**src/rtl/wrpt_pkg.sv**
```systemverilog
// ----------------------------------------------------------------------------
// wrpt_pkg
// shared types and constants for the weighted random pick table
// ----------------------------------------------------------------------------
package wrpt_pkg;

  localparam int TABLE_DEPTH_DEF = 16;
  localparam int VALUE_W         = 16;
  localparam int WEIGHT_W        = 16;
  localparam int FRAC_W          = 16;
  localparam int TOTAL_OUT_W     = 20;
  localparam int COUNT_OUT_W     = 5;

  localparam logic [WEIGHT_W-1:0] WEIGHT_MAX = '1;

  typedef enum logic [1:0] {
    CMD_ADD         = 2'd0,
    CMD_CLEAR       = 2'd1,
    CMD_ROLL        = 2'd2,
    CMD_ROLL_REMOVE = 2'd3
  } cmd_t;

  typedef enum logic [1:0] {
    STAT_OK    = 2'd0,
    STAT_FULL  = 2'd1,
    STAT_ZERO  = 2'd2,
    STAT_EMPTY = 2'd3
  } status_t;

  typedef enum logic [1:0] {
    S_IDLE,
    S_SCAN,
    S_SHIFT,
    S_DONE
  } state_t;

  typedef struct packed {
    cmd_t                cmd;
    logic [VALUE_W-1:0]  add_value;
    logic [WEIGHT_W-1:0] add_weight;
    logic [FRAC_W-1:0]   random_fraction;
  } item_t;

  typedef struct packed {
    logic [VALUE_W-1:0]     picked_value;
    status_t                status;
    logic [TOTAL_OUT_W-1:0] total_weight;
    logic [COUNT_OUT_W-1:0] entry_count;
  } result_t;

  // one table entry as held in the ram
  typedef struct packed {
    logic [VALUE_W-1:0]  value;
    logic [WEIGHT_W-1:0] weight;
  } entry_t;

  // flags from the shared compare unit
  typedef struct packed {
    logic hit;   // entry value equals the add value
    logic over;  // running prefix sum passed the scaled fraction
  } unit_flags_t;

endpackage

```
**src/rtl/wrpt_ram.sv**
```systemverilog
// ----------------------------------------------------------------------------
// wrpt_ram
// generic single write port, single read port ram with registered read
// ----------------------------------------------------------------------------
module wrpt_ram #(
  parameter int WIDTH = 32,
  parameter int DEPTH = 16
) (
  input  logic                     clk,
  input  logic                     we,
  input  logic [$clog2(DEPTH)-1:0] waddr,
  input  logic [WIDTH-1:0]         wdata,
  input  logic [$clog2(DEPTH)-1:0] raddr,
  output logic [WIDTH-1:0]         rdata
);

  logic [WIDTH-1:0] mem [DEPTH];

  always_ff @(posedge clk) begin
    if (we) begin
      mem[waddr] <= wdata;
    end
    rdata <= mem[raddr];
  end

endmodule

```
**src/rtl/wrpt_unit.sv**
```systemverilog
// ----------------------------------------------------------------------------
// wrpt_unit
// shared compare and add unit used once per walked entry
// ----------------------------------------------------------------------------
module wrpt_unit #(
  parameter int SUM_W = 21
) (
  input  wrpt_pkg::entry_t                 entry,
  input  logic [wrpt_pkg::VALUE_W-1:0]     add_value,
  input  logic [wrpt_pkg::WEIGHT_W-1:0]    add_weight,
  input  logic [SUM_W-1:0]                 prefix,
  input  logic [SUM_W+wrpt_pkg::FRAC_W-1:0] target,
  output wrpt_pkg::unit_flags_t            flags,
  output logic [wrpt_pkg::WEIGHT_W-1:0]    merged_weight,
  output logic [wrpt_pkg::WEIGHT_W-1:0]    merge_delta,
  output logic [SUM_W-1:0]                 prefix_next
);

  import wrpt_pkg::*;

  logic [WEIGHT_W:0] wsum_raw;

  always_comb begin
    // merge with saturation
    wsum_raw      = {1'b0, entry.weight} + {1'b0, add_weight};
    merged_weight = wsum_raw[WEIGHT_W] ? WEIGHT_MAX : wsum_raw[WEIGHT_W-1:0];
    merge_delta   = merged_weight - entry.weight;
    flags.hit     = (entry.value == add_value);
    // running prefix against the scaled fraction
    prefix_next   = prefix + {{(SUM_W-WEIGHT_W){1'b0}}, entry.weight};
    flags.over    = ({prefix_next, {FRAC_W{1'b0}}} > target);
  end

endmodule

```
**src/rtl/weighted_random_pick_table.sv**
```systemverilog
// operation: an item is taken in the idle state, then walks the table one entry per cycle
// (add: up to a match or the last entry, roll: up to the pick, roll and remove: on to the end
// to close the gap), then finishes in the done state, which waits while a held result stalls
// throughput: one item at a time, bound by the single ram read port and the shared unit
// clear, refused adds and rolls of an empty table go from idle straight to the done state
// reset: synchronous, clears count, total, state and result valid; the ram is not cleared
// ----------------------------------------------------------------------------
// weighted_random_pick_table
// value and weight table with weighted random pick (roulette wheel), one
// shared compare unit stepped over the entries by a small sequencer
// ----------------------------------------------------------------------------
module weighted_random_pick_table #(
  parameter int TABLE_DEPTH = wrpt_pkg::TABLE_DEPTH_DEF
) (
  input  logic              clk,
  input  logic              rst,
  input  logic              item_valid,
  output logic              item_stall,
  input  wrpt_pkg::item_t   item,
  output logic              result_valid,
  input  logic              result_stall,
  output wrpt_pkg::result_t result
);

  import wrpt_pkg::*;

  // address, count and sum widths
  localparam int AW    = $clog2(TABLE_DEPTH);
  localparam int CW    = $clog2(TABLE_DEPTH + 1);
  localparam int SUM_W = WEIGHT_W + CW;
  localparam int TGT_W = SUM_W + FRAC_W;

  // sequencer and latched word
  state_t                state, state_next;
  cmd_t                  cmd_q, cmd_q_next;
  logic [VALUE_W-1:0]    val_q, val_q_next;
  logic [WEIGHT_W-1:0]   wt_q, wt_q_next;
  logic [TGT_W-1:0]      target, target_next;

  // walk position and running prefix
  logic [CW-1:0]         idx, idx_next;
  logic [CW-1:0]         idx_plus1, idx_minus1;
  logic [SUM_W-1:0]      prefix, prefix_next;

  // table bookkeeping
  logic [CW-1:0]         count, count_next;
  logic [SUM_W-1:0]      wsum, wsum_next;

  // pending result fields
  logic [VALUE_W-1:0]    res_picked, res_picked_next;
  status_t               res_status, res_status_next;

  // output register
  logic                  result_valid_next;
  result_t               result_next;

  // ram port
  logic                  ram_we;
  logic [AW-1:0]         ram_waddr, ram_raddr;
  entry_t                ram_wdata, ram_rdata;

  // shared unit
  unit_flags_t           flags;
  logic [WEIGHT_W-1:0]   merged_weight, merge_delta;
  logic [SUM_W-1:0]      unit_prefix;

  logic                  last_entry;

  wrpt_ram #(
    .WIDTH ($bits(entry_t)),
    .DEPTH (TABLE_DEPTH)
  ) u_ram (
    .clk   (clk),
    .we    (ram_we),
    .waddr (ram_waddr),
    .wdata (ram_wdata),
    .raddr (ram_raddr),
    .rdata (ram_rdata)
  );

  wrpt_unit #(
    .SUM_W (SUM_W)
  ) u_unit (
    .entry         (ram_rdata),
    .add_value     (val_q),
    .add_weight    (wt_q),
    .prefix        (prefix),
    .target        (target),
    .flags         (flags),
    .merged_weight (merged_weight),
    .merge_delta   (merge_delta),
    .prefix_next   (unit_prefix)
  );

  assign idx_plus1  = idx + CW'(1);
  assign idx_minus1 = idx - CW'(1);
  assign last_entry = (idx_plus1 == count);
  assign item_stall = (state != S_IDLE);

  always_ff @(posedge clk) begin
    if (rst) begin
      state        <= S_IDLE;
      count        <= '0;
      wsum         <= '0;
      result_valid <= 1'b0;
    end else begin
      state        <= state_next;
      count        <= count_next;
      wsum         <= wsum_next;
      result_valid <= result_valid_next;
    end
  end

  always_ff @(posedge clk) begin
    cmd_q      <= cmd_q_next;
    val_q      <= val_q_next;
    wt_q       <= wt_q_next;
    target     <= target_next;
    idx        <= idx_next;
    prefix     <= prefix_next;
    res_picked <= res_picked_next;
    res_status <= res_status_next;
    result     <= result_next;
  end

  always_comb begin
    state_next        = state;
    cmd_q_next        = cmd_q;
    val_q_next        = val_q;
    wt_q_next         = wt_q;
    target_next       = target;
    idx_next          = idx;
    prefix_next       = prefix;
    count_next        = count;
    wsum_next         = wsum;
    res_picked_next   = res_picked;
    res_status_next   = res_status;
    result_next       = result;
    // a waiting result drops once taken
    result_valid_next = result_valid && result_stall;

    ram_we    = 1'b0;
    ram_waddr = '0;
    ram_wdata = '0;
    // the walk always prefetches the next entry
    ram_raddr = (state == S_IDLE) ? '0 : idx_plus1[AW-1:0];

    case (state)
      S_IDLE: begin
        if (item_valid) begin
          cmd_q_next      = item.cmd;
          val_q_next      = item.add_value;
          wt_q_next       = item.add_weight;
          // scaled fraction, r times the total
          target_next     = {{SUM_W{1'b0}}, item.random_fraction}
                          * {{FRAC_W{1'b0}}, wsum};
          idx_next        = '0;
          prefix_next     = '0;
          res_picked_next = '0;
          res_status_next = STAT_OK;
          state_next      = S_DONE;
          case (item.cmd)
            CMD_ADD: begin
              if (count == CW'(TABLE_DEPTH)) begin
                // full table refuses merges too
                res_status_next = STAT_FULL;
              end else if (item.add_weight == '0) begin
                res_status_next = STAT_ZERO;
              end else if (count == '0) begin
                // nothing to merge with, append at once
                ram_we           = 1'b1;
                ram_waddr        = '0;
                ram_wdata.value  = item.add_value;
                ram_wdata.weight = item.add_weight;
                count_next       = CW'(1);
                wsum_next        = {{(SUM_W-WEIGHT_W){1'b0}}, item.add_weight};
              end else begin
                state_next = S_SCAN;
              end
            end
            CMD_CLEAR: begin
              count_next = '0;
              wsum_next  = '0;
            end
            CMD_ROLL, CMD_ROLL_REMOVE: begin
              if (count == '0) begin
                res_status_next = STAT_EMPTY;
              end else begin
                state_next = S_SCAN;
              end
            end
            default: begin
              state_next = S_DONE;
            end
          endcase
        end
      end

      S_SCAN: begin
        if (cmd_q == CMD_ADD) begin
          if (flags.hit) begin
            // merge into the matching entry
            ram_we           = 1'b1;
            ram_waddr        = idx[AW-1:0];
            ram_wdata.value  = val_q;
            ram_wdata.weight = merged_weight;
            wsum_next        = wsum + {{(SUM_W-WEIGHT_W){1'b0}}, merge_delta};
            state_next       = S_DONE;
          end else if (last_entry) begin
            // no match, append behind the last entry
            ram_we           = 1'b1;
            ram_waddr        = count[AW-1:0];
            ram_wdata.value  = val_q;
            ram_wdata.weight = wt_q;
            count_next       = count + CW'(1);
            wsum_next        = wsum + {{(SUM_W-WEIGHT_W){1'b0}}, wt_q};
            state_next       = S_DONE;
          end else begin
            idx_next = idx_plus1;
          end
        end else begin
          if (flags.over || last_entry) begin
            res_picked_next = ram_rdata.value;
            state_next      = S_DONE;
            if (cmd_q == CMD_ROLL_REMOVE) begin
              wsum_next = wsum - {{(SUM_W-WEIGHT_W){1'b0}}, ram_rdata.weight};
              if (last_entry) begin
                count_next = count - CW'(1);
              end else begin
                // close the gap, entry idx+1 is already on its way
                idx_next   = idx_plus1;
                state_next = S_SHIFT;
              end
            end
          end else begin
            prefix_next = unit_prefix;
            idx_next    = idx_plus1;
          end
        end
      end

      S_SHIFT: begin
        ram_we    = 1'b1;
        ram_waddr = idx_minus1[AW-1:0];
        ram_wdata = ram_rdata;
        if (last_entry) begin
          count_next = count - CW'(1);
          state_next = S_DONE;
        end else begin
          idx_next = idx_plus1;
        end
      end

      S_DONE: begin
        if (!result_valid || !result_stall) begin
          result_next.picked_value = res_picked;
          result_next.status       = res_status;
          result_next.total_weight = TOTAL_OUT_W'(wsum);
          result_next.entry_count  = COUNT_OUT_W'(count);
          result_valid_next        = 1'b1;
          state_next               = S_IDLE;
        end
      end

      default: begin
        state_next = S_IDLE;
      end
    endcase
  end

`ifndef ASSERT_OFF
  // count stays within the table
  assert property (@(posedge clk) disable iff (rst) count <= CW'(TABLE_DEPTH))
    else $error("entry count beyond table depth");

  // stored weights are never zero, so an empty table has no weight
  assert property (@(posedge clk) disable iff (rst) (count == '0) |-> (wsum == '0))
    else $error("empty table with nonzero total weight");

  // an empty roll reports no pick and no entries
  assert property (@(posedge clk) disable iff (rst)
    (result_valid && result.status == STAT_EMPTY) |->
      (result.picked_value == '0 && result.entry_count == '0))
    else $error("empty roll with a pick or entries");

  // a new word appears only out of the finishing step
  assert property (@(posedge clk) disable iff (rst)
    $rose(result_valid) |-> ($past(state) == S_DONE))
    else $error("result raised outside the finishing step");
`endif

endmodule

```
**config.mk**
```make
export PLATFORM = sky130hd
export DESIGN_NAME = weighted_random_pick_table
export DESIGN_NICKNAME = d
export VERILOG_FILES = /design/src/rtl/wrpt_pkg.sv /design/src/rtl/wrpt_ram.sv /design/src/rtl/wrpt_unit.sv /design/src/rtl/weighted_random_pick_table.sv
export SDC_FILE = /design/constraint.sdc
export NUM_CORES = 2
export LEC_CHECK = 0
export ABC_AREA = 0
export BUFFER_PORTS_ARGS = -buffer_cell sky130_fd_sc_hd__buf_2
export CAP_MARGIN = 20
export CORE_ASPECT_RATIO = 0.8
export CORE_UTILIZATION = 45
export CTS_BUF_LIST = sky130_fd_sc_hd__clkbuf_8
export DETAILED_ROUTE_END_ITERATION = 8
export PLACE_DENSITY = 0.72
export SLEW_MARGIN = 20
export SYNTH_ARGS = -nofsm -noshare
export SYNTH_HDL_FRONTEND = slang
export SYNTH_HIERARCHICAL = 1
export SYNTH_SLANG_ARGS = --single-unit
```
**constraint.sdc**
```tcl
create_clock -name clk -period 13.9 [get_ports clk]
set_input_delay 1.39 -clock clk [delete_from_list [all_inputs] [get_ports clk]]
set_output_delay 1.39 -clock clk [all_outputs]
set_load 0.01 [all_outputs]
```
==> out/results.tsv <==
metric	value	unit
status	finished clean	
cts.sinks	731	
crit_path_start_kind	register	
clk_latency	0.76	ns
max-clock-path-buffers	3	
grt_use_total	22.1	%
fin_ws	6.06	ns
rows	101	
p_total	12.1	mW
postCtsHoldBufs	0	
period_minus_slack	7.84	ns
yosysWarningCount	6	
cap_viol_max_count	0	
initialDrtViolationCount	2975	
whs	0.420	ns
synth_cell_types	86	
grt_pass1_vias	28100	
netlist_area	43300	um^2
ir_worst_vdd	0.264	mV
drcViolationCount	0	
crit_arrival	8.42	ns
finalNonFillerCells	4891	
fin_nets	4036	
design.die.area	97400	um^2
synth_top_cell_by_area	edfxtp_1	
grt_max_degree	85	
ant_nets	0	
ctsResizeCount	0	
grt_pass1_wl	165000	um
drive_above_1_share	14.0	%
synth_top_area_share	46.5	%
power.density	254	nW/um^2
ys_ff_latch	731	
portBuffers	98	
slowest_stage	a221oi_4	
min_to	result[30]	
rr_endpoint	wsum[20]	
io_pins	99	
cp-end-kind	register	
fin_skew	0.0618	ns
worstHoldStart	res_picked[3]	
syn_area_per_cell	12.8	um^2
floorplan.initialDensity	45.5	%
place_ws	5.89	ns
drv_slew	0	
final_util	50.2	%
crit_top_cell	ha_1	
worstReg2RegStart	u_ram/rdata[0]	
placed_area	45300	um^2
dpl.hpwl	71200	um
die_h	279	um
clk_pin_slew	0.06	ns
hold_viol	0	
fin_crit_sh	56.4	%
reg2reg_depth	29	
path_class	register to register	
vias	27900	
postCtsSetupBuffers	0	
syn_inst	3393	
slew_headroom	23.1	%
max_stage_delay	0.76	ns
rsz0062_at_grt	false	
cellLeakagePower	18.6	nW
ys_top_cells_by_area	edfxtp_1, fa_1, mux4_2	
hold_path_depth	0	
cts_buffers	112	
setup_tns	0	ns
final_cell_area	47700	um^2
die_width	349	um
wirelength	106000	um
coreArea	95000	um^2
htree_levels	3	
yosysSeqAreaShare	49.3	%
synth_edf_count	670	
tightestPinTransition	1.15	ns
finalSetupViolations	0	
dpl.cell_count	4675	
routed_via_density	5.70	
gp_congestion	0.910	
cts-root-buf	clkbuf_8	
synth_ff_type	edfxtp_1	
antenna_found_initial	6	
dr.pass1.iters	7	
hold_class	register to register	
wire_per_inst	21.8	um
synthesis.nets	3926	
area_growth	10.2	%
max_freq	128	MHz
required	14.49	ns
overflow	0	
postSynth.asyncResetShare	0	%
path_max_fanout	16	
cts_tree	built	
r2r_slack	6.06	ns
critical path: cells and delay by family (launching register included):
kind	cells	cell delay [ns]
AOI/OAI and AO/OA	15	4.12
xor gates and xnor gates	1	0.12
adders and majority gates	5	1.69
buffers and inverters	1	0.06
DFF	1	0.39
muxes	1	0.14
and+or+nand+nor	6	1.13
kinds of logic after synthesis:
| group | Yosys count | share of synthesized area (%) |
|---|---|---|
| muxes | 150 | 7.18 |
| xor gates and xnor gates | 120 | 2.46 |
| adders and majority gates | 479 | 18.5 |
| DFF | 731 | 49.3 |
| buffers and inverters | 553 | 4.99 |
| AOI/OAI and AO/OA | 482 | 7.57 |
| and+or+nand+nor | 878 | 9.99 |
how the worst max path moves through the flow:
stage / startpoint / end / slack, ns
global route: u_ram/rdata[0] / wsum[20] / 5.68
detailed placement: item[1] / target[33] / 5.89
floorplan: item_valid / u_ram/mem[0][0] / 6.52
finish: u_ram/rdata[0] / wsum[20] / 6.06
CTS: u_ram/rdata[0] / wsum[20] / 6.29
global placement: item[9] / target[33] / 6.07
Yosys cell counts, types with 21 or more instances:
master / count
xnor2_1: 76
nand2_1: 313
a21o_1: 38
a22oi_1: 68
ha_1: 211
nor2_1: 148
a222oi_1: 32
edfxtp_1: 670
a211oi_1: 24
xor2_1: 43
inv_1: 394
dfxtp_1: 61
nand4_1: 21
nor2b_1: 30
mux4_2: 128
o21ai_0: 64
nand3_1: 40
and2_1: 187
fa_1: 268
clkbuf_1: 111
nor3_1: 34
a21oi_1: 133
sequential cells by signal, summed over array words and instances, names as in the netlist, 5 cells and up:
register / flops
res_picked: 16
val_q: 16
wt_q: 16
u_ram/mem: 512
u_ram/rdata: 32
count: 5
result: 43
wsum: 21
idx: 5
target: 37
prefix: 21
routing by layer:
| layer | global-route usage, % | wire [um] |
|---|---|---|
| met4 | 6.37 | 2210 |
| met5 | 0 | 27 |
| met2 | 31.5 | 44800 |
| met1 | 32.4 | 46200 |
| met3 | 6.87 | 13100 |
placed cells by master, fill, tap and decap left out, drive strengths merged, types with 22 or more instances in the layout:
cell    instances
a211oi         25
a21o           38
a21oi         135
a222oi         32
a22oi          68
and2          187
buf           154
clkbuf        129
clkinv         34
dfxtp          61
edfxtp        670
fa            268
ha            211
inv           439
mux4          128
nand2         313
nand3          40
nand4          22
nor2          148
nor2b          30
nor3           36
o21ai          74
xnor2          76
xor2           43
layout make-up:
| type | count | area, um^2 |
|---|---|---|
| Clock buffer | 128 | 1760 |
| Inverter | 394 | 1480 |
| Fill cell | 8082 | 47300 |
| Clock inverter | 85 | 564 |
| Tap cell | 1287 | 1610 |
| Antenna cell | 2 | 5.00 |
| Multi-Input combinational cell | 2109 | 20000 |
| Sequential cell | 731 | 21300 |
| Timing Repair Buffer | 155 | 918 |
power breakdown:
| group | internal, mW | switching (mW) |
|---|---|---|
| clock network | 0.948 | 0.864 |
| registers | 3.06 | 0.249 |
| logic | 2.86 | 4.12 |
| total | 6.87 | 5.24 |
Note: power is estimated with default switching activity, not from simulation.
